==> src/rtl/wfdp_pkg.sv <==
`default_nettype none
package wfdp_pkg;

  localparam logic [7:0] SYNC1 = 8'h54;
  localparam logic [7:0] SYNC2 = 8'h3D;
  localparam logic [15:0] CRC_POLY = 16'h3D65;
  localparam logic [15:0] CRC_INIT = 16'h0000;
  localparam logic [7:0] CI_COMPACT = 8'h79;
  localparam logic [7:0] CI_LONG = 8'h78;
  localparam logic [7:0] MIN_LEN = 8'd18;
  localparam int unsigned MAX_FRAME_DEF = 64;
  localparam int unsigned QDEPTH = 4;

  localparam logic [2:0] ST_OK = 3'd0;
  localparam logic [2:0] ST_BAD_SYNC = 3'd1;
  localparam logic [2:0] ST_BAD_LEN = 3'd2;
  localparam logic [2:0] ST_ID_MISMATCH = 3'd3;
  localparam logic [2:0] ST_UNKNOWN = 3'd4;
  localparam logic [2:0] ST_CRC_BAD = 3'd5;
  localparam logic [2:0] ST_SHORT = 3'd6;

  localparam logic [1:0] REG_DEV_ID = 2'd0;
  localparam logic [1:0] REG_KEY_HIGH = 2'd1;
  localparam logic [1:0] REG_KEY_LOW = 2'd2;

  typedef enum logic [2:0] {
    OP_START,
    OP_ERR,
    OP_HDR,
    OP_DATA,
    OP_SKIP
  } op_e;

  typedef enum logic [1:0] {
    KIND_UNKNOWN,
    KIND_COMPACT,
    KIND_LONG
  } kind_e;

  typedef struct packed {
    op_e        op;
    logic [7:0] data;
    logic [7:0] idx;
    logic [7:0] len;
    logic [2:0] err;
    logic       last;
  } entry_t;

  localparam logic [7:0] SBOX [256] = '{
    8'h63,8'h7c,8'h77,8'h7b,8'hf2,8'h6b,8'h6f,8'hc5,8'h30,8'h01,8'h67,8'h2b,8'hfe,8'hd7,8'hab,8'h76,
    8'hca,8'h82,8'hc9,8'h7d,8'hfa,8'h59,8'h47,8'hf0,8'had,8'hd4,8'ha2,8'haf,8'h9c,8'ha4,8'h72,8'hc0,
    8'hb7,8'hfd,8'h93,8'h26,8'h36,8'h3f,8'hf7,8'hcc,8'h34,8'ha5,8'he5,8'hf1,8'h71,8'hd8,8'h31,8'h15,
    8'h04,8'hc7,8'h23,8'hc3,8'h18,8'h96,8'h05,8'h9a,8'h07,8'h12,8'h80,8'he2,8'heb,8'h27,8'hb2,8'h75,
    8'h09,8'h83,8'h2c,8'h1a,8'h1b,8'h6e,8'h5a,8'ha0,8'h52,8'h3b,8'hd6,8'hb3,8'h29,8'he3,8'h2f,8'h84,
    8'h53,8'hd1,8'h00,8'hed,8'h20,8'hfc,8'hb1,8'h5b,8'h6a,8'hcb,8'hbe,8'h39,8'h4a,8'h4c,8'h58,8'hcf,
    8'hd0,8'hef,8'haa,8'hfb,8'h43,8'h4d,8'h33,8'h85,8'h45,8'hf9,8'h02,8'h7f,8'h50,8'h3c,8'h9f,8'ha8,
    8'h51,8'ha3,8'h40,8'h8f,8'h92,8'h9d,8'h38,8'hf5,8'hbc,8'hb6,8'hda,8'h21,8'h10,8'hff,8'hf3,8'hd2,
    8'hcd,8'h0c,8'h13,8'hec,8'h5f,8'h97,8'h44,8'h17,8'hc4,8'ha7,8'h7e,8'h3d,8'h64,8'h5d,8'h19,8'h73,
    8'h60,8'h81,8'h4f,8'hdc,8'h22,8'h2a,8'h90,8'h88,8'h46,8'hee,8'hb8,8'h14,8'hde,8'h5e,8'h0b,8'hdb,
    8'he0,8'h32,8'h3a,8'h0a,8'h49,8'h06,8'h24,8'h5c,8'hc2,8'hd3,8'hac,8'h62,8'h91,8'h95,8'he4,8'h79,
    8'he7,8'hc8,8'h37,8'h6d,8'h8d,8'hd5,8'h4e,8'ha9,8'h6c,8'h56,8'hf4,8'hea,8'h65,8'h7a,8'hae,8'h08,
    8'hba,8'h78,8'h25,8'h2e,8'h1c,8'ha6,8'hb4,8'hc6,8'he8,8'hdd,8'h74,8'h1f,8'h4b,8'hbd,8'h8b,8'h8a,
    8'h70,8'h3e,8'hb5,8'h66,8'h48,8'h03,8'hf6,8'h0e,8'h61,8'h35,8'h57,8'hb9,8'h86,8'hc1,8'h1d,8'h9e,
    8'he1,8'hf8,8'h98,8'h11,8'h69,8'hd9,8'h8e,8'h94,8'h9b,8'h1e,8'h87,8'he9,8'hce,8'h55,8'h28,8'hdf,
    8'h8c,8'ha1,8'h89,8'h0d,8'hbf,8'he6,8'h42,8'h68,8'h41,8'h99,8'h2d,8'h0f,8'hb0,8'h54,8'hbb,8'h16
  };

endpackage
`default_nettype wire

==> src/rtl/wfdp_front.sv <==
`default_nettype none
module wfdp_front #(
  parameter int unsigned MAX_FRAME = wfdp_pkg::MAX_FRAME_DEF
) (
  input  wire logic            clk_i,
  input  wire logic            rst_ni,
  input  wire logic            accept_i,
  input  wire logic [7:0]      rx_byte_i,
  input  wire logic            frame_start_i,
  output wfdp_pkg::entry_t     entry_o,
  output logic                 push_o
);
  import wfdp_pkg::*;

  typedef enum logic [1:0] {
    PH_IDLE,
    PH_SYNC2,
    PH_LEN,
    PH_PAYLOAD
  } phase_e;

  phase_e     phase_q, phase_d;
  logic [7:0] idx_q, idx_d;
  logic [7:0] len_q, len_d;
  logic       sync_ok_q, sync_ok_d;
  logic [7:0] cl;
  logic [7:0] q;

  assign cl = len_q - MIN_LEN;
  assign q  = idx_q - 8'd16;

  always_comb begin
    phase_d   = phase_q;
    idx_d     = idx_q;
    len_d     = len_q;
    sync_ok_d = sync_ok_q;
    push_o    = 1'b0;
    entry_o   = '{op: OP_SKIP, data: rx_byte_i, idx: idx_q, len: len_q, err: ST_OK,
                  last: 1'b0};
    if (accept_i) begin
      if (frame_start_i) begin
        push_o     = 1'b1;
        entry_o.op = OP_START;
        sync_ok_d  = (rx_byte_i == SYNC1);
        phase_d    = PH_SYNC2;
      end else begin
        unique case (phase_q)
          PH_IDLE: begin
          end
          PH_SYNC2: begin
            if (!(sync_ok_q && rx_byte_i == SYNC2)) begin
              push_o       = 1'b1;
              entry_o.op   = OP_ERR;
              entry_o.err  = ST_BAD_SYNC;
              entry_o.last = 1'b1;
              phase_d      = PH_IDLE;
            end else begin
              phase_d = PH_LEN;
            end
          end
          PH_LEN: begin
            if (rx_byte_i < MIN_LEN || {1'b0, rx_byte_i} >= 9'(MAX_FRAME)) begin
              push_o       = 1'b1;
              entry_o.op   = OP_ERR;
              entry_o.err  = ST_BAD_LEN;
              entry_o.last = 1'b1;
              phase_d      = PH_IDLE;
            end else begin
              len_d   = rx_byte_i;
              idx_d   = '0;
              phase_d = PH_PAYLOAD;
            end
          end
          PH_PAYLOAD: begin
            push_o = 1'b1;
            if (idx_q < 8'd16) begin
              entry_o.op = OP_HDR;
            end else if (q < cl) begin
              entry_o.op  = OP_DATA;
              entry_o.idx = q;
            end else begin
              entry_o.op = OP_SKIP;
            end
            idx_d = idx_q + 8'd1;
            if ({1'b0, idx_q} + 9'd1 >= {1'b0, len_q}) begin
              entry_o.last = 1'b1;
              phase_d      = PH_IDLE;
            end
          end
          default: phase_d = PH_IDLE;
        endcase
      end
    end
  end

  always_ff @(posedge clk_i or negedge rst_ni) begin
    if (!rst_ni) begin
      phase_q   <= PH_IDLE;
      idx_q     <= '0;
      len_q     <= '0;
      sync_ok_q <= 1'b0;
    end else begin
      phase_q   <= phase_d;
      idx_q     <= idx_d;
      len_q     <= len_d;
      sync_ok_q <= sync_ok_d;
    end
  end

endmodule
`default_nettype wire

==> config.mk <==
export PLATFORM = sky130hd
export DESIGN_NAME = wfdp_front
export DESIGN_NICKNAME = d
export VERILOG_FILES = /design/src/rtl/wfdp_pkg.sv /design/src/rtl/wfdp_front.sv
export SDC_FILE = /design/constraint.sdc
export NUM_CORES = 1
export LEC_CHECK = 0
export ABC_AREA = 1
export BUFFER_PORTS_ARGS = -buffer_cell sky130_fd_sc_hd__buf_4
export CORE_UTILIZATION = 54
export CTS_CLUSTER_SIZE = 20
export DETAILED_ROUTE_END_ITERATION = 8
export PLACE_DENSITY = 0.89
export SYNTH_ARGS = -nofsm -noshare
export SYNTH_HDL_FRONTEND = slang
export SYNTH_SLANG_ARGS = --single-unit
==> constraint.sdc <==
create_clock -name clk_i -period 3.4 [get_ports clk_i]
set_clock_uncertainty 0.05 [all_clocks]
set_input_delay 0.68 -clock clk_i [delete_from_list [all_inputs] [get_ports clk_i]]
set_output_delay 0.68 -clock clk_i [all_outputs]
set_load 0.05 [all_outputs]
## After elaboration in Yosys (flattened, before gate mapping)

Index checks and enable logic that the tools add are counted.

| cells by class | value |
|---|---|
| $add $sub $neg | 4 |
| $lt $le $gt $ge | 5 |
| equality and inequality tests | 7 |
| mux-type cells | 31 |
| bitwise operators | 2 |
| reduce and logical (&&, ||, !) cells | 8 |

Operator list:

| kind | count |
|---|---|
| 2-to-1 mux 8 bit | 6 |
| 2-to-1 mux 3 bit | 7 |
| less-than comparator 8 x 5 -> 1 bit, second input constant | 2 |
| case mux 8 bit (2 select lines) | 1 |
| subtractor 8 x 5 -> 8 bit, second input constant | 2 |
| 2-to-1 mux 2 bit | 5 |
| adder 8 x 1 -> 9 bit, second input constant | 1 |
| greater-or-equal comparator 9 x 8 -> 1 bit | 1 |
| case mux 3 bit (3 select lines) | 1 |
| adder 8 x 1 -> 8 bit, second input constant | 1 |
| == test 8 x 6 -> 1 bit, second input constant | 1 |
| == test 8 x 7 -> 1 bit, second input constant | 1 |
| greater-or-equal comparator 8 x 7 -> 1 bit, second input constant | 1 |
| less-than comparator 8 bit | 1 |
| 2-to-1 mux 4 bit | 2 |
| AND reduction 4 bit | 2 |
| case mux 1 bit (3 select lines) | 2 |
| case mux 2 bit (3 select lines) | 1 |
| case mux 3 bit (2 select lines) | 1 |
| 2-to-1 mux 1 bit | 5 |
| == test 2 bit, second input constant | 2 |
| nonzero test 4 bit | 1 |
| != test 3 bit, second input constant | 1 |
| AND reduction 3 bit | 1 |
| other kinds (7) | 8 |

| storage, ports and cells | value |
|---|---|
| flip-flop bits (word level) | 19 |
| bits of input ports | 12 |
| output and inout port bits | 32 |
| logic and storage cells | 61 |

## Longest topological paths before layout

| logic depth | value |
|---|---|
| depth in word-level cells | 7 |
| mapped depth | 17 |
| gate-level depth less buffers | 17 |

## Worst setup path before layout

OpenSTA, ideal clock, no wires.

| path | value |
|---|---|
| path kind | reg2out |
| start point | register len_q[1] |
| end point | output port entry_o[17] (netlist name) |
| data arrival time | 3.338 ns |
| data required time | 2.670 ns |
| slack | -0.668 ns |
| cell stages (with the launch flop) | 14 |
| path buffers | 0 |
| path through | dfrtp_1 > inv_1 > ha_1 > nand2_1 > nand2_1 > nand3_1 > xor2_1 > ha_1 > a21oi_1 > o21a_1 > nand2_1 > nor2_1 > nand2_1 > o21ai_0 |

RTL lines:

| what | line | text |
|---|---|---|
| start, declared | wfdp_front.sv:24 | `logic [7:0] len_q, len_d;` |
| start signal, assigned | wfdp_front.sv:105 | `len_q <= len_d;` |
| end, declared | wfdp_front.sv:10 | `output wfdp_pkg::entry_t entry_o,` |

==> results.json <==
{
  "outcome": "complete, no violations",
  "cp-end-kind": "primary output",
  "grt-ovfl-total": 0,
  "ys_dominant_reg_cell": "dfrtp_1",
  "path_clk_slew_ps": 120,
  "synthCells": 268,
  "finalSetupViolations": 0,
  "swShare": 0.397,
  "avgSynthCellArea_um2": 7.08,
  "hpwl_mm": 3.53,
  "slew-limit-headroom": 0.659,
  "async_flop_share": 1.00,
  "drc": 0,
  "p_leak_nw": 1.33,
  "yosys.area.top_type": "dfrtp_1",
  "postCtsHoldBufs": 0,
  "critical_path_class": "flop to primary output",
  "synth_top_area_frac": 0.251,
  "pwr-share-comb": 0.392,
  "drive_gt1_frac": 0.346,
  "post-synth-top-count-cell": "nand2_1",
  "dr.pass1.iters": 4,
  "p_int_uw": 367,
  "cts_tree": "built",
  "dieArea_mm2": 0.00375,
  "drt_wl_total_mm": 5.08,
  "final_cell_area_mm2": 0.00258,
  "synth.area.top_cells": "dfrtp_1 (25%), ha_1 (16%), nand2_1 (11%), inv_1 (9.5%), nand3_1 (5.8%)",
  "critical_path.startpoint_type": "flop",
  "seq_area_um2": 480,
  "antenna_found_initial": 0,
  "wl_per_cell_um": 13.7,
  "hold_viol_final": 0,
  "rsz0062_at_grt": "true",
  "period_needed_ps": 3360,
  "htreeDepth": 1,
  "grt_pass1_vias": 1710,
  "num_vias": 1934,
  "die_w_um": 61.3,
  "syn-cell-area_mm2": 0.00190,
  "synth_seq_cells": 19,
  "std_cell_rows": 21,
  "cap_violations": 0,
  "start_util": 0.564,
  "num-fill-cells": 248,
  "synth_edf_count": 0,
  "final_util": 0.766,
  "io_buffers": 42,
  "irDropWorstVdd_v": 0.000161,
  "drt-initial-drc-count": 159,
  "multiInputGateArea_mm2": 0.00130,
  "clkPwrFrac": 0.209,
  "cts_buffers": 3,
  "area_growth_syn_to_layout_pct": 35.9,
  "clockRootBuffer": "clkbuf_4",
  "grt_max_degree": 20,
  "dpl_cell_area_mm2": 0.00223,
  "seq_power_share": 0.399,
  "cp.required_ps": 2670,
  "slew_violations": 0,
  "routed_via_density": 5.23,
  "cp_max_fo": 3,
  "ys_top_cells_by_count": "nand2_1 (56), inv_1 (48), ha_1 (24)",
  "ios": 44,
  "ys_seq_area_frac": 0.251,
  "grt_pass1_wl_mm": 7.30,
  "critPathArrivalTime_ps": 2630,
  "power.density_mw_per_mm2": 236,
  "layout.nets": 361,
  "insertion_delay_ps": 320,
  "finalPower_uw": 608,
  "core_area_mm2": 0.00336,
  "synth_cell_types": 26,
  "n_antenna_cell": 0,
  "worst_slew_pin_slew_ps": 507,
  "clock-sinks": 19,
  "hold_path.class": "input pin to asynchronous set/reset pin",
  "die_h_um": 61.3,
  "switching_power_uw": 241,
  "yosys_warnings": 0,
  "mappedNetlistNets": 304,
  "timing.final.crit_share": 0.989,
  "clockBufferDepth": 2,
  "antenna_left": 0,
  "fmax_mhz": 297,
  "gr-usage-all-layers": 0.264,
  "place_congestion": 0.895
}
==> critical path, stage by stage (launching register included) <==
cell and delay, ps:
dfrtp_1 410, buf_4 140, ha_4 150, nand3_4 90, nor2_2 150, xor2_1 260, ha_1 290, a21o_1 190
nand3_1 80, nand2_1 60, nor2_2 120, nand3_1 100, nand2_1 70, nand2_1 60, buf_6 160
==> cell usage in the layout, fill, tap and decap left out, types with 7 or more instances in the layout <==
cell     instances
nand3_1         20
buf_4           61
nor2_1          16
xor2_1           8
dfrtp_1         15
a21oi_1          7
inv_1           43
ha_1            21
nand2_1         50
o21ai_0         14
==> metrics by stage <==
step                      setup slack [ps]  hold slack, ps  instances  setup TNS [ps]
final                                 37.2             166        370               0
after global routing                  -104             165        370            -478
after CTS                             1.50             175        357               0
after global placement                68.2             440        343               0
after floorplan                       2.31             334        268               0
after detailed placement             -52.1             455        343            -114
==> flip-flops by register name (all words and copies together) (netlist names) <==
register and count:
idx_q 8, phase_q 2, sync_ok_q 1, len_q 8
==> cells by family after synthesis <==
logic type | share of synthesized area
simple gates | 0.276
flops | 0.251
compound gates | 0.0976
fa+ha+maj | 0.158
buf+inv | 0.155
xor+xnor | 0.0600
other cells | 0.00198
==> layout make-up <==
class | instances | area share
Multi-Input combinational cell | 185 | 0.505
Timing Repair Buffer | 67 | 0.204
Sequential cell | 19 | 0.186
Inverter | 49 | 0.0714
Tap cell | 46 | 0.0223
Clock buffer | 3 | 0.00874
Clock inverter | 1 | 0.00194
==> metal layers <==
metal  wire (um)  global-route usage  vias to the layer above  share of wire
met4          89              0.0649                        0          0.018
met1        2240               0.328                      902           0.44
met2        2510               0.474                       68           0.49
met3         244              0.0462                       11          0.048
li1            -                   -                      953              -
met5           0                   0                        -              0
==> power by group through the flow <==
stage	clock, mW	combinational (mW)	sequential [mW]
finish	0.127	0.238	0.243
global route	0.141	0.258	0.243
CTS	0.127	0.209	0.242
detailed placement	0	0.198	0.247
global placement	0	0.194	0.247
floorplan	0	0.153	0.244
==> final timing paths <==
path	from	slack (ps)	cells after the start	endpoint
worst max register to register	idx_q[1]	810	17	phase_q[0]
max in group asynchronous	rst_ni	2900	1	len_q[1]
worst min register to register	sync_ok_q	490	2	sync_ok_q
min in group clk_i	sync_ok_q	490	2	sync_ok_q
worst min-delay path	rst_ni	170	1	idx_q[3]
worst max-delay path	idx_q[1]	40	14	entry_o[0]
==> what timing repair did <==
item,4_1_cts,5_1_grt
buffers inserted,10,13
resized for setup,15,24
endpoints found under the setup margin,5,6
endpoints found under the hold margin,0,0
pin swaps,3,17
cloned,0,0
Note: power is estimated with default switching activity, not from simulation.
