`config.mk`:
```
export PLATFORM = sky130hd
export DESIGN_NAME = wfdp_queue
export DESIGN_NICKNAME = d
export VERILOG_FILES = /design/src/rtl/wfdp_pkg.sv /design/src/rtl/wfdp_queue.sv
export SDC_FILE = /design/constraint.sdc
export NUM_CORES = 1
export LEC_CHECK = 0
export BUFFER_PORTS_ARGS = -buffer_cell sky130_fd_sc_hd__buf_2
export CAP_MARGIN = 20
export CORE_AREA = 2 2 103 105
export CTS_CLUSTER_SIZE = 25
export DETAILED_ROUTE_END_ITERATION = 8
export DIE_AREA = 0 0 105 107
export PLACE_DENSITY = 0.69
export SLEW_MARGIN = 20
export SYNTH_ARGS = -nofsm -noshare
export SYNTH_HDL_FRONTEND = slang
export SYNTH_SLANG_ARGS = --single-unit
```
`constraint.sdc`:
```
create_clock -name clk_i -period 5 [get_ports clk_i]
set_input_delay 0.25 -clock clk_i [delete_from_list [all_inputs] [get_ports clk_i]]
set_output_delay 0.25 -clock clk_i [all_outputs]
set_load 0.005 [all_outputs]
```
`src/rtl/wfdp_pkg.sv`:
```
`default_nettype none
package wfdp_pkg;

  localparam logic [7:0] SYNC1 = 8'h54;
  localparam logic [7:0] SYNC2 = 8'h3D;
  localparam logic [15:0] CRC_POLY = 16'h3D65;
  localparam logic [15:0] CRC_INIT = 16'h0000;
  localparam logic [7:0] CI_COMPACT = 8'h79;
  localparam logic [7:0] CI_LONG = 8'h78;
  localparam logic [7:0] MIN_LEN = 8'd18;
  localparam int unsigned MAX_FRAME_DEF = 64;
  localparam int unsigned QDEPTH = 4;

  localparam logic [2:0] ST_OK = 3'd0;
  localparam logic [2:0] ST_BAD_SYNC = 3'd1;
  localparam logic [2:0] ST_BAD_LEN = 3'd2;
  localparam logic [2:0] ST_ID_MISMATCH = 3'd3;
  localparam logic [2:0] ST_UNKNOWN = 3'd4;
  localparam logic [2:0] ST_CRC_BAD = 3'd5;
  localparam logic [2:0] ST_SHORT = 3'd6;

  localparam logic [1:0] REG_DEV_ID = 2'd0;
  localparam logic [1:0] REG_KEY_HIGH = 2'd1;
  localparam logic [1:0] REG_KEY_LOW = 2'd2;

  typedef enum logic [2:0] {
    OP_START,
    OP_ERR,
    OP_HDR,
    OP_DATA,
    OP_SKIP
  } op_e;

  typedef enum logic [1:0] {
    KIND_UNKNOWN,
    KIND_COMPACT,
    KIND_LONG
  } kind_e;

  typedef struct packed {
    op_e        op;
    logic [7:0] data;
    logic [7:0] idx;
    logic [7:0] len;
    logic [2:0] err;
    logic       last;
  } entry_t;

  localparam logic [7:0] SBOX [256] = '{
    8'h63,8'h7c,8'h77,8'h7b,8'hf2,8'h6b,8'h6f,8'hc5,8'h30,8'h01,8'h67,8'h2b,8'hfe,8'hd7,8'hab,8'h76,
    8'hca,8'h82,8'hc9,8'h7d,8'hfa,8'h59,8'h47,8'hf0,8'had,8'hd4,8'ha2,8'haf,8'h9c,8'ha4,8'h72,8'hc0,
    8'hb7,8'hfd,8'h93,8'h26,8'h36,8'h3f,8'hf7,8'hcc,8'h34,8'ha5,8'he5,8'hf1,8'h71,8'hd8,8'h31,8'h15,
    8'h04,8'hc7,8'h23,8'hc3,8'h18,8'h96,8'h05,8'h9a,8'h07,8'h12,8'h80,8'he2,8'heb,8'h27,8'hb2,8'h75,
    8'h09,8'h83,8'h2c,8'h1a,8'h1b,8'h6e,8'h5a,8'ha0,8'h52,8'h3b,8'hd6,8'hb3,8'h29,8'he3,8'h2f,8'h84,
    8'h53,8'hd1,8'h00,8'hed,8'h20,8'hfc,8'hb1,8'h5b,8'h6a,8'hcb,8'hbe,8'h39,8'h4a,8'h4c,8'h58,8'hcf,
    8'hd0,8'hef,8'haa,8'hfb,8'h43,8'h4d,8'h33,8'h85,8'h45,8'hf9,8'h02,8'h7f,8'h50,8'h3c,8'h9f,8'ha8,
    8'h51,8'ha3,8'h40,8'h8f,8'h92,8'h9d,8'h38,8'hf5,8'hbc,8'hb6,8'hda,8'h21,8'h10,8'hff,8'hf3,8'hd2,
    8'hcd,8'h0c,8'h13,8'hec,8'h5f,8'h97,8'h44,8'h17,8'hc4,8'ha7,8'h7e,8'h3d,8'h64,8'h5d,8'h19,8'h73,
    8'h60,8'h81,8'h4f,8'hdc,8'h22,8'h2a,8'h90,8'h88,8'h46,8'hee,8'hb8,8'h14,8'hde,8'h5e,8'h0b,8'hdb,
    8'he0,8'h32,8'h3a,8'h0a,8'h49,8'h06,8'h24,8'h5c,8'hc2,8'hd3,8'hac,8'h62,8'h91,8'h95,8'he4,8'h79,
    8'he7,8'hc8,8'h37,8'h6d,8'h8d,8'hd5,8'h4e,8'ha9,8'h6c,8'h56,8'hf4,8'hea,8'h65,8'h7a,8'hae,8'h08,
    8'hba,8'h78,8'h25,8'h2e,8'h1c,8'ha6,8'hb4,8'hc6,8'he8,8'hdd,8'h74,8'h1f,8'h4b,8'hbd,8'h8b,8'h8a,
    8'h70,8'h3e,8'hb5,8'h66,8'h48,8'h03,8'hf6,8'h0e,8'h61,8'h35,8'h57,8'hb9,8'h86,8'hc1,8'h1d,8'h9e,
    8'he1,8'hf8,8'h98,8'h11,8'h69,8'hd9,8'h8e,8'h94,8'h9b,8'h1e,8'h87,8'he9,8'hce,8'h55,8'h28,8'hdf,
    8'h8c,8'ha1,8'h89,8'h0d,8'hbf,8'he6,8'h42,8'h68,8'h41,8'h99,8'h2d,8'h0f,8'hb0,8'h54,8'hbb,8'h16
  };

endpackage
`default_nettype wire

```
`src/rtl/wfdp_queue.sv`:
```
`default_nettype none
module wfdp_queue (
  input  wire logic             clk_i,
  input  wire logic             rst_ni,
  input  wire logic             push_i,
  input  wire wfdp_pkg::entry_t entry_i,
  input  wire logic             pop_i,
  output wfdp_pkg::entry_t      entry_o,
  output logic                  empty_o,
  output logic                  full_o
);
  import wfdp_pkg::*;

  localparam int unsigned AW = $clog2(QDEPTH);

  entry_t         mem_q [QDEPTH];
  logic [AW-1:0]  wr_q, rd_q;
  logic [AW:0]    cnt_q;

  assign empty_o = (cnt_q == '0);
  assign full_o  = (cnt_q == (AW+1)'(QDEPTH));
  assign entry_o = mem_q[rd_q];

  always_ff @(posedge clk_i) begin
    if (push_i) begin
      mem_q[wr_q] <= entry_i;
    end
  end

  always_ff @(posedge clk_i or negedge rst_ni) begin
    if (!rst_ni) begin
      wr_q  <= '0;
      rd_q  <= '0;
      cnt_q <= '0;
    end else begin
      if (push_i) wr_q <= wr_q + AW'(1);
      if (pop_i) rd_q <= rd_q + AW'(1);
      cnt_q <= cnt_q + (AW+1)'(push_i) - (AW+1)'(pop_i);
    end
  end

endmodule
`default_nettype wire

```
# [Word level (Yosys, flattened, before mapping)]
# Memories as Yosys holds them, arrays and structs flattened.
# Cells that the tools add are included.
[totals] ff_bits=7 ram_bits=124 in_bits=35 output_inout_bits=33 memories=1
[memory_table] name="mem_q" words=4 width=31 read_ports=1 rd_clocked_by_memory_dff=0 write_ports=1 line_no="wfdp_queue.sv:16" text="entry_t mem_q [QDEPTH];"
[op_classes] n_addsub=4 n_eq_ne=1 n_mux=2 reduce_logical=1
[ops] operator="adder 2 x 1 -> 2 bit (second input constant)" n=2
[ops] operator="adder 3 x 1 -> 3 bit" n=1
[ops] operator="equality test 3 bit (second input constant)" n=1
[ops] operator="logical NOT 3 bit" n=1
[ops] operator="subtractor 3 x 1 -> 3 bit" n=1
[ops] operator="two-way mux 1 bit" n=2

# [Logic depth before layout (Yosys ltp)]
# Gate-level depths: netlist of run 1.
[depth] ltp_word=2 ltp_mapped=7

# [Worst setup path before layout of run 1]
# No wires, ideal clock.
[synth_timing] path_type="register to register" from="register wr_q[0]" to="memory mem_q[0][0] (netlist bit) (enable)" setup_time_ns=0.391 arrival_time_ns=1.387 required_time_ns=4.609 path_slack_ns=3.222 path_stages_with_launch=4 cell_sequence="dfrtp_1 inv_1 ha_1 and2_1"
[synth_rtl] element="start: declaration" line_no="wfdp_queue.sv:17" text="logic [AW-1:0] wr_q, rd_q;"
[synth_rtl] element="start signal: assignment" line_no="wfdp_queue.sv:36" text="if (push_i) wr_q <= wr_q + AW'(1);"
[synth_rtl] element="end: declaration" line_no="wfdp_queue.sv:16"
# No word-level cell before the write port.

==> flow_summary.toml, run 1 <==
[timing]
holdWs_ps = 34.1
fin_skew_ps = 9.88
finalSetupTns_ps = 0
finalSetupViolations = 0
drv_slew = 0
clock.fmax_mhz = 408
min_period_over_period_pct = 49.1
maxSlewHeadroom_pct = 41.8
rsz0062_at_grt = "no"
worstMarginPinSlew_ps = 874
period_needed_ps = 2450
hold_viol_final = 0

[power_and_ir_drop]
swShare_pct = 25.5
internal_power_mw = 2.74
irDropWorstVdd_uv = 298
seqPwrFrac_pct = 43.5
design_power_total_mw = 3.68
power.leakage_nw = 2.26
power_frac_comb_pct = 21.2
clkPwrFrac_pct = 35.3
powerDensity_nw_per_um2 = 584
p_switching_mw = 0.938

[place]
hpwl_mm = 4.55
gp_congestion = 0.687
port_buffers = 67
place_area_um2 = 5340

[global_routing]
overflow = 0
grt.total_usage_pct = 15.5
grt_max_degree = 34
antenna_found_initial = 0
grt_pass1_vias = 2404
grt_pass1_wl_mm = 12.6

[floorplanning]
fp.dieH_um = 107
ioPinCount = 68
core.rowCount = 37
start_util_pct = 48.6
core-area_um2 = 10100
die_w_um = 105
fp.dieArea_um2 = 11200

[routing]
drtIter0Drc = 117
wl_met3_um = 363
post-route-drc-count = 0
topRoutingLayerUsed = "met4"
firstDrtPassIters = 4
vias = 2311
routed_wl_mm = 8.05
wl_met2_mm = 3.92
ant_nets = 0
viasPerCell = 5.05
met1Wirelength_mm = 3.64
wl_per_cell_um = 17.6

[worst_setup_path]
critPathMaxFanout = 18
critPathKind = "reg2out"
cpPeakStageDelay_ps = 760
worstPathRequired_ps = 4750
cp.arrival_ps = 2200
critPathCaptureType = "output port"
crit_path_start_kind = "flip-flop"
cp_cell_sequence = "buf_4, mux4_2, buf_2"
critPathSlowestCell = "dfrtp_1"

[yosys]
syn_avg_cell_area_um2 = 25.0
netlist_area_um2 = 4900
synth-xor-area-share_pct = 0.893
synth.area.top_cells = "edfxtp_1 (76%), mux4_2 (13%), dfrtp_1 (3.6%), mux4_1 (1.6%), ha_1 (1.5%)"
synth_top_family_by_area = "multiplexers"
ys_ff_latch = 131
yosysSeqAreaShare_pct = 79.5
syn_inst = 196
synth_adder_area_share_pct = 1.94
yosysWarningCount = 0
synthMuxAreaShare_pct = 14.5
synth_compound_area_share_pct = 0.102
syn-num-nets = 238
synth.distinct_cells = 17
yosys.area_share.simple_pct = 0.893
yosysTopAreaCell = "edfxtp_1"
synth_top_area_share_pct = 75.9

[clock_network]
cts.repair.resized = 0
cts_tree = "yes"
clk_latency_ps = 510
cts_buffer_depth = 2
clk_pin_slew_worst_paths_ps = 60
cts-root-buf = "clkbuf_8"
cts_sinks = 131
numCtsBuffers = 17
cts_setup_buffers = 0
htreeDepth = 4

[layout]
multi_input_area_um2 = 902
areaGrowthSynthToFinish_pct = 28.4
n_antenna_cell = 0
drive_above_1_share_pct = 40.4
final_area_um2 = 6300
final_cell_mix = "edfxtp_1 (124), buf_2 (67), dlygate4sd3_1 (33)"
final_common_cell = "edfxtp_1"
final_nets = 351
ff_latch_area_um2 = 3900
fillers = 747

[outcome]
status = "finished, final reports clean"

[worst_hold_path]
hold_path.class = "in2reg"

[flow_run]
cap_violations = 0
## power groups by stage
stage | Sequential (mW) | Clock, mW | Combinational, mW
2_1_floorplan | 1.51 | 0 | 0.628
3_3_place_gp | 1.62 | 0 | 0.772
3_5_place_dp | 1.63 | 0 | 0.780
4_1_cts | 1.61 | 1.31 | 0.804
5_1_grt | 1.64 | 1.36 | 0.855
6_report | 1.60 | 1.30 | 0.782
## flip-flops by register name, indices dropped and copies added, names as in the netlist
name	flops
wr_q	2
rd_q	2
mem_q	124
cnt_q	3
## cell usage after synthesis, drive strengths merged
cell type and n:
and2 4, and3 1, buf 7, dfrtp 7, edfxtp 124, fa 1
ha 6, inv 6, mux4 31, nand2 2, nor3 1, o21ai 1
xnor2 2, xor2 3
## final timing paths
kind,from,end,slack [ps],cells after the start
max in group asynchronous,rst_ni,rd_q[0],4700,2
hold reg to reg,cnt_q[2],cnt_q[2],510,1
min in group asynchronous,rst_ni,cnt_q[2],100,2
hold / removal,push_i,wr_q[0],30,2
setup / recovery,rd_q[1],entry_o[27],2550,3
setup reg to reg,wr_q[0],mem_q[0][20],3250,3
## cell families (layout without fill, tap and decap cells)
family | after synthesis | count (layout)
flops | 131 | 131
xor+xnor | 5 | 5
mux | 31 | 31
simple gates | 8 | 8
compound gates | 1 | 1
fa+ha+maj | 7 | 7
buf+inv | 13 | 139
## worst max-delay path, delay by kind of cell (launching register included)
| family | cells | cell delay (ps) |
|---|---|---|
| buffers and inverters | 2 | 550 |
| multiplexers | 1 | 380 |
| flip-flops | 1 | 760 |
## layout make-up
cell class | instances | area share (%)
clock buffers | 18 | 6.63
clock inverters | 14 | 3.34
inverters | 6 | 0.358
multi-input cells | 52 | 14.3
flip-flops and latches | 131 | 62.0
well taps | 136 | 2.70
repair buffers | 101 | 10.7
## stage by stage
step	worst slack, ps	util, %	instances
final	2550	62.4	458
after floorplan	3220	-	196
after global routing	2410	62.4	458
after global placement	2770	52.9	393
after detailed placement	2780	52.9	393
after CTS	2220	62.4	458
## routing by layer
layer  global-route usage, %  vias to the layer above
met1                    20.6                     1187
li1                        -                     1051
met5                       0                        -
met3                    5.35                       13
met4                    5.71                        0
met2                    24.0                       60
## timing repair
action                                  in CTS  in global routing
endpoints found under the setup margin       0                  0
hold buffers                                33                  0
endpoints found under the hold margin      132                  0
Note: power is estimated with default switching activity, not from simulation.
==> run 2, diff against run 1 <==
==> constraint.sdc (replaced) <==
create_clock -name clk_i -period 2.57 [get_ports clk_i]
set_input_delay 0.1285 -clock clk_i [delete_from_list [all_inputs] [get_ports clk_i]]
set_output_delay 0.1285 -clock clk_i [all_outputs]
set_load 0.005 [all_outputs]
==> run 2 against run 1 <==
  * Core utilization shrank 0.24 points
  * Sequential cell count is the same
  * Count of clock-buffer cells in the layout grew 3
  * Die area is the same
  * Sequential power grew 87%
  * Clock power grew 55%
==> flow_summary.toml, run 2 (synthesized netlist as in run 1, its figures left out) <==
[outcome]
status = "finished, final reports clean"

[clock_network]
htreeDepth = 4
cts.repair.resized = 0
cts_sinks = 131
cts_tree = "yes"
ctsHoldBuffers = 35
cts_buffer_depth = 2
clk_latency_ps = 500
numCtsBuffers = 17
cts_setup_buffers = 0
clk_pin_slew_worst_paths_ps = 60
cts-root-buf = "clkbuf_8"

[global_routing]
antenna_found_initial = 0
grt_max_degree = 27
overflow = 0
grt.total_usage_pct = 16.2
grt_pass1_wl_mm = 13.0
grt_pass1_vias = 2478

[worst_setup_path]
cpPeakStageDelay_ps = 620
worstPathRequired_ps = 2440
critPathKind = "reg2out"
cp.arrival_ps = 2090
cp_cell_sequence = "buf_4, mux4_1, buf_2"
critPathSlowestCell = "dfrtp_2"
crit_buf_inv = 2
crit_path_start_kind = "flip-flop"
critPathMaxFanout = 11
critPathCaptureType = "output port"
cp_top_family = "flip-flops"

[timing]
hold_viol_final = 0
finalSetupTns_ps = 0
min_period_over_period_pct = 86.4
rsz0062_at_grt = "no"
fin_skew_ps = 6.63
clock.fmax_mhz = 450
finalSetupViolations = 0
worstMarginPinSlew_ps = 556
period_needed_ps = 2220
drv_slew = 0
maxSlewHeadroom_pct = 62.9

[floorplanning]
fp.dieArea_um2 = 11200
core.rowCount = 37
fp.dieH_um = 107
die_w_um = 105
core-area_um2 = 10100
start_util_pct = 48.6
ioPinCount = 68

[flow_run]
cap_violations = 0

[power_and_ir_drop]
irDropWorstVdd_uv = 620
power.leakage_nw = 2.27
powerDensity_nw_per_um2 = 1080
design_power_total_mw = 6.78

[layout]
areaGrowthSynthToFinish_pct = 27.9
final_cell_mix = "edfxtp_1 (124), buf_2 (67), dlygate4sd3_1 (35)"
largest_reg_flops = 124
final_common_cell = "edfxtp_1"
reg.largest.list = "mem_q: 124 flops, cnt_q: 3 flops"
final_nets = 362
drive_above_1_share_pct = 40.3
n_antenna_cell = 0
largest_register = "mem_q"

[place]
port_buffers = 67
gp_congestion = 0.719
hpwl_mm = 5.20

[routing]
drtIter0Drc = 154
firstDrtPassIters = 4
ant_nets = 0
viasPerCell = 5.05
post-route-drc-count = 0
wl_per_cell_um = 18.0
routed_wl_mm = 8.40
vias = 2352

[worst_hold_path]
hold_path.class = "in2reg"
run 2: cell count changes in the layout (fill, tap and decap cells not counted):
cell / change
dfrtp_2: +1
inv_6: -1
buf_4: +7
clkinv_4: -1
buf_12: +2
clkinvlp_4: -3
clkbuf_1: +3
dfrtp_4: -1
bufinv_16: -4
dlygate4sd3_1: +2
clkinv_2: +3
run 2: final cells by class:
type | instances | area (µm²)
Fill cell | 736 | 3820
Sequential cell | 131 | 3900
Multi-Input combinational cell | 52 | 902
Inverter | 6 | 22.5
Timing Repair Buffer | 112 | 786
Tap cell | 136 | 170
Clock inverter | 8 | 65.1
Clock buffer | 21 | 429
run 2: worst paths after layout:
| kind | startpoint | endpoint | slack, ps | cells past startpoint |
|---|---|---|---|---|
| setup / recovery | rd_q[0] | entry_o[0] | 350 | 3 |
| hold / removal | entry_i[29] | mem_q[2][29] | 380 | 2 |
| setup reg to reg | wr_q[0] | mem_q[2][15] | 850 | 4 |
| hold reg to reg | cnt_q[2] | cnt_q[2] | 500 | 1 |
| max in group asynchronous | rst_ni | rd_q[0] | 1690 | 3 |
| min in group asynchronous | rst_ni | cnt_q[0] | 590 | 3 |
run 2: per-stage QoR:
stage | worst slack, ps | std cells | hold WS (ps) | utilization (%) | area (µm²)
3_3_place_gp | 864 | 402 | -28.2 | 53.8 | 5430
5_1_grt | 216 | 466 | 361 | 62.2 | 6270
2_1_floorplan | 792 | 196 | -167 | - | 4900
4_1_cts | 294 | 466 | 349 | 62.2 | 6270
3_5_place_dp | 826 | 402 | -27.6 | 53.8 | 5430
6_report | 349 | 466 | 377 | 62.2 | 6270
run 2: where the power goes:
| group | internal (mW) | switching [mW] | total [mW] |
|---|---|---|---|
| Sequential | 2.81 | 0.180 | 2.99 |
| Combinational | 0.945 | 0.825 | 1.77 |
| Clock | 1.25 | 0.773 | 2.02 |
| Total | 5.00 | 1.78 | 6.78 |
run 2: routing by layer:
layer  vias up  GRT usage, %  routed length [µm]
li1       1067             -                   -
met4         0          6.10                 102
met1      1214          20.9                3750
met2        60          26.1                4190
met3        11          4.92                 354
met5         -             0                   0
